$ cat src/rtl/kcv2d_ram.sv
// Generic synchronous RAM: one write port, two registered read ports.
// No dependencies.
module kcv2d_ram #(
   parameter int WIDTH = 32,
   parameter int DEPTH = 64
) (
   input  logic                     clock,
   input  logic                     we,
   input  logic [$clog2(DEPTH)-1:0] waddr,
   input  logic [WIDTH-1:0]         wdata,
   input  logic [$clog2(DEPTH)-1:0] ra_addr,
   output logic [WIDTH-1:0]         ra_data,
   input  logic [$clog2(DEPTH)-1:0] rb_addr,
   output logic [WIDTH-1:0]         rb_data
);

   logic [WIDTH-1:0] mem_ff [DEPTH];

   always_ff @(posedge clock) begin
      if (we) begin
         mem_ff[waddr] <= wdata;
      end
      ra_data <= mem_ff[ra_addr];
      rb_data <= mem_ff[rb_addr];
   end

endmodule

$ cat config.mk
export PLATFORM = sky130hd
export DESIGN_NAME = kcv2d_ram
export DESIGN_NICKNAME = d
export VERILOG_FILES = /design/src/rtl/kcv2d_ram.sv
export SDC_FILE = /design/constraint.sdc
export NUM_CORES = 2
export LEC_CHECK = 0
export ABC_CLOCK_PERIOD_IN_PS = 8200
export BUFFER_PORTS_ARGS = -buffer_cell sky130_fd_sc_hd__buf_2
export CAP_MARGIN = 5
export CORE_UTILIZATION = 50
export CTS_CLUSTER_DIAMETER = 50
export CTS_CLUSTER_SIZE = 8
export DETAILED_ROUTE_END_ITERATION = 7
export PLACE_DENSITY = 0.69
export SLEW_MARGIN = 10
export SYNTH_ARGS = -nofsm -noshare
export SYNTH_HDL_FRONTEND = slang
export SYNTH_SLANG_ARGS = --single-unit
export TNS_END_PERCENT = 30
$ cat constraint.sdc
create_clock -name clock -period 8.2 [get_ports clock]
set_input_delay 0 -clock clock [delete_from_list [all_inputs] [get_ports clock]]
set_output_delay 0 -clock clock [all_outputs]
set_load 0.01 [all_outputs]
==> metrics.md <==
| Metric | Value |
|---|---|
| Clock power frac | `a little under half` |
| Peak fanout along the critical path | `~130` |
| Total CTS buffers | `~320` |
| Least-Margin Pin Slew | `1.39 ns` |
| Post-CTS Hold Fix Bufs | `50` |
| Gpl congestion | `roughly 0.83` |
| Synth Register Bits | `around 2100` |
| First-pass GRT wire length | `~400000 um` |
| Share of the synthesized area in the top cell type | `about 64%` |
| Worst path max stage delay | `approximately 0.64 ns` |
| Clk slew on worst S/H paths | `~0.05 ns` |
| Leakage | `about 34 nW` |
| Syn. warnings | `0` |
| CP Launch Type | `input port` |
| Worst path required time | `9.01 ns` |
| DP HPWL | `155000 um` |
| Layout Skew | `around 0.051 ns` |
| Power, Total | `25.6 mW` |
| Mapped Nets | `between 4000 and 5000` |
| Routed Wire Length | `around 290000 um` |
| GRT overflow | `0` |
| Crit path time final | `3.37 ns` |
| Status | `finished, final reports clean` |
| Max clock buf depth | `4` |
| FMAX | `0.297 GHz` |
| Flop pwr share | `approximately 47%` |
| Crit Path Category | `in2reg` |
| Clock Latency Late Sink | `approximately 0.94 ns` |
| PD cells | `236 mW/mm^2` |
| Vias | `52547` |
| Number of global-route vias before repair | `between 50000 and 60000` |
| Sequential area share after synthesis | `roughly two thirds` |
| # DRC | `0` |
| Total track usage | `between 30% and 40%` |
| RSZ-0062 raised after global routing | `no` |
| CP Capture Type | `register` |
| CTS sink count | `2112` |
| PostCTS Resize Cnt | `0` |
| 1st-iter DRT viols | `between 7000 and 8000` |
| Root Driver | `clkbuf_16` |
| Gate Count Post-Synth | `between 4000 and 5000` |
| Synthesized area per cell | `around 22 um^2` |
| Post-layout net count | `4732` |
| Sw power | `about 5.7 mW` |
| Internal power | `roughly 20 mW` |
| Fin util | `~57%` |
| Post-CTS Setup Repair Bufs | `0` |
| Cell Chain, Critical Path | `buf_8, buf_4, buf_12, mux4_2, a22oi_1, nand2_1, o21ai_1, dlygate4sd3_1, o22ai_1, dlygate4sd3_1` |
| Min-delay worst type | `in2reg` |
| Antenna-violating nets left | `0` |
| Max-slew violation total from the final report | `0` |
| Initial antenna violation count | `20` |
| Rows | `160` |
| Synth area leader | `edfxtp_1` |
| Avg WL per Cell | `39.1 um` |
| Initial DRT Pass Iterations | `5` |
| CTS tree | `yes` |
| Logic pwr share | `under 10%` |
| Hold Violations, Final | `0` |
| I/O pins | `roughly 120` |
| Yosys cell types | `38` |
| Synth top area cells | `edfxtp_1 (64%), mux4_2 (26%), mux2i_1 (2.1%)` |
| Setup TNS | `0 ns` |
| Most common cell on crit path | `dlygate4sd3_1` |
| Final setup viols | `0` |
| Die H | `around 440 um` |
| Critical Path AT | `4.18 ns` |
| Port Buf Inserts | `roughly 120` |
| Die W | `between 400 and 500 um` |
| Largest net degree at the start of global routing | `between 100 and 150` |
| Core ar. | `roughly 0.19 mm^2` |
| Die area | `0.193 mm^2` |
| Critical-path top delay cell | `buf_12` |
| Initial core utilization | `50.3%` |
| Via density | `about 7` |
| Switching Share | `~22%` |
| Synthesized area | `0.0957 mm^2` |
| Area Overhead vs Synth | `13.5%` |
| Tcrit/Tclk final | `41.1%` |
| H-tree depth | `5` |
| Relative slew slack | `7.58%` |
| VDD IR-drop max | `between 150 and 200 uV` |
| Max Cap Violations | `0` |
| Layout cells sized above 1 | `between 30% and 40%` |
[final timing paths]
check | start | endpoint | slack, ns | cells past startpoint
max | ra_addr[1] | ra_data[1]$_DFF_P_ | 4.83 | 10
min | wdata[6] | mem_ff[61][6]$_DFFE_PP_ | 0.07 | 2
max reg2reg | mem_ff[24][1]$_DFFE_PP_ | ra_data[1]$_DFF_P_ | 5.43 | 7
min reg2reg | mem_ff[38][15]$_DFFE_PP_ | ra_data[15]$_DFF_P_ | 0.87 | 4
[critical path, delay by kind of cell]
kind            cells  cell delay, ns
compound gates      3            0.45
simple gates        1            0.20
mux                 1            0.41
buf+inv             5            2.84
[synth_stat cells, drive strengths merged]
cell,number
a221oi,13
or3,2
mux4,1124
nand2,93
mux2,36
and2,6
a21oi,58
mux2i,204
a211oi,15
buf,212
inv,1
o41ai,1
nand3,9
nand4,2
clkbuf,135
nand3b,6
o211a,1
o21ai,49
o32a,9
nand4b,1
dfxtp,64
o211ai,27
edfxtp,2048
o22ai,56
a21boi,1
a22oi,85
nor2b,19
or3b,2
nor2,94
a32oi,9
o221ai,16
or2,3
nor3,3
nand2b,8
[metal layers]
layer / global-route usage [%] / part of all wire [%]
met1: 40.9 / 36
met2: 45.8 / 47
met3: 8.85 / 13
met4: 12.7 / 4.6
met5: 0 / 0.037
[cell type report]
cell class,instances,area (um^2)
fill,13635,81600
sequential,2112,62800
clock buffer,466,8640
multi-input combinational,1952,31700
antenna,10,25.0
inverter,1,3.75
clock inverter,8,60.1
tap,2511,3140
timing repair buffer,296,2270
[kinds of logic after synthesis]
family	after synthesis	share of synthesized area, %
flip-flops	2112	65.6
buffers and inverters	348	1.83
AND/OR/NAND/NOR	248	1.13
AO/OA/AOI/OAI	340	2.39
multiplexers	1364	29.0
[through the flow]
step | hold slack (ns) | instance area [um^2] | setup slack (ns) | instances
finish | 0.0697 | 109000 | 4.83 | 7356
global placement | 0.396 | 99300 | 4.51 | 6819
CTS | 0.0171 | 109000 | 4.98 | 7343
floorplan | 0.0989 | 95700 | 5.01 | 4412
global route | 0.0827 | 109000 | 4.73 | 7353
detailed placement | 0.395 | 99300 | 4.49 | 6819
[power by group through the flow]
stage               clock, mW  combinational [mW]  sequential [mW]
global route             12.1                1.99             12.1
CTS                      11.7                1.88             12.1
global placement            0                1.84             12.3
floorplan                   0                1.14             12.2
detailed placement          0                1.86             12.3
finish                   11.6                1.90             12.1
[registers in the layout, indices dropped and copies added (netlist names)]
name / count
ra_data: 32
mem_ff: 2048
rb_data: 32
[cells in the final DEF, fill, tap and decap left out, types with 36 or more instances in the layout]
master,count
a21oi_1,58
a22oi_1,85
buf_2,105
buf_4,121
clkbuf_1,141
clkbuf_16,323
dfxtp_1,64
dlygate4sd3_1,50
edfxtp_1,2048
mux2_2,36
mux2i_1,204
mux4_2,1124
nand2_1,91
nor2_4,63
o22ai_1,56
No activity file was read; power rests on OpenSTA's default activity.
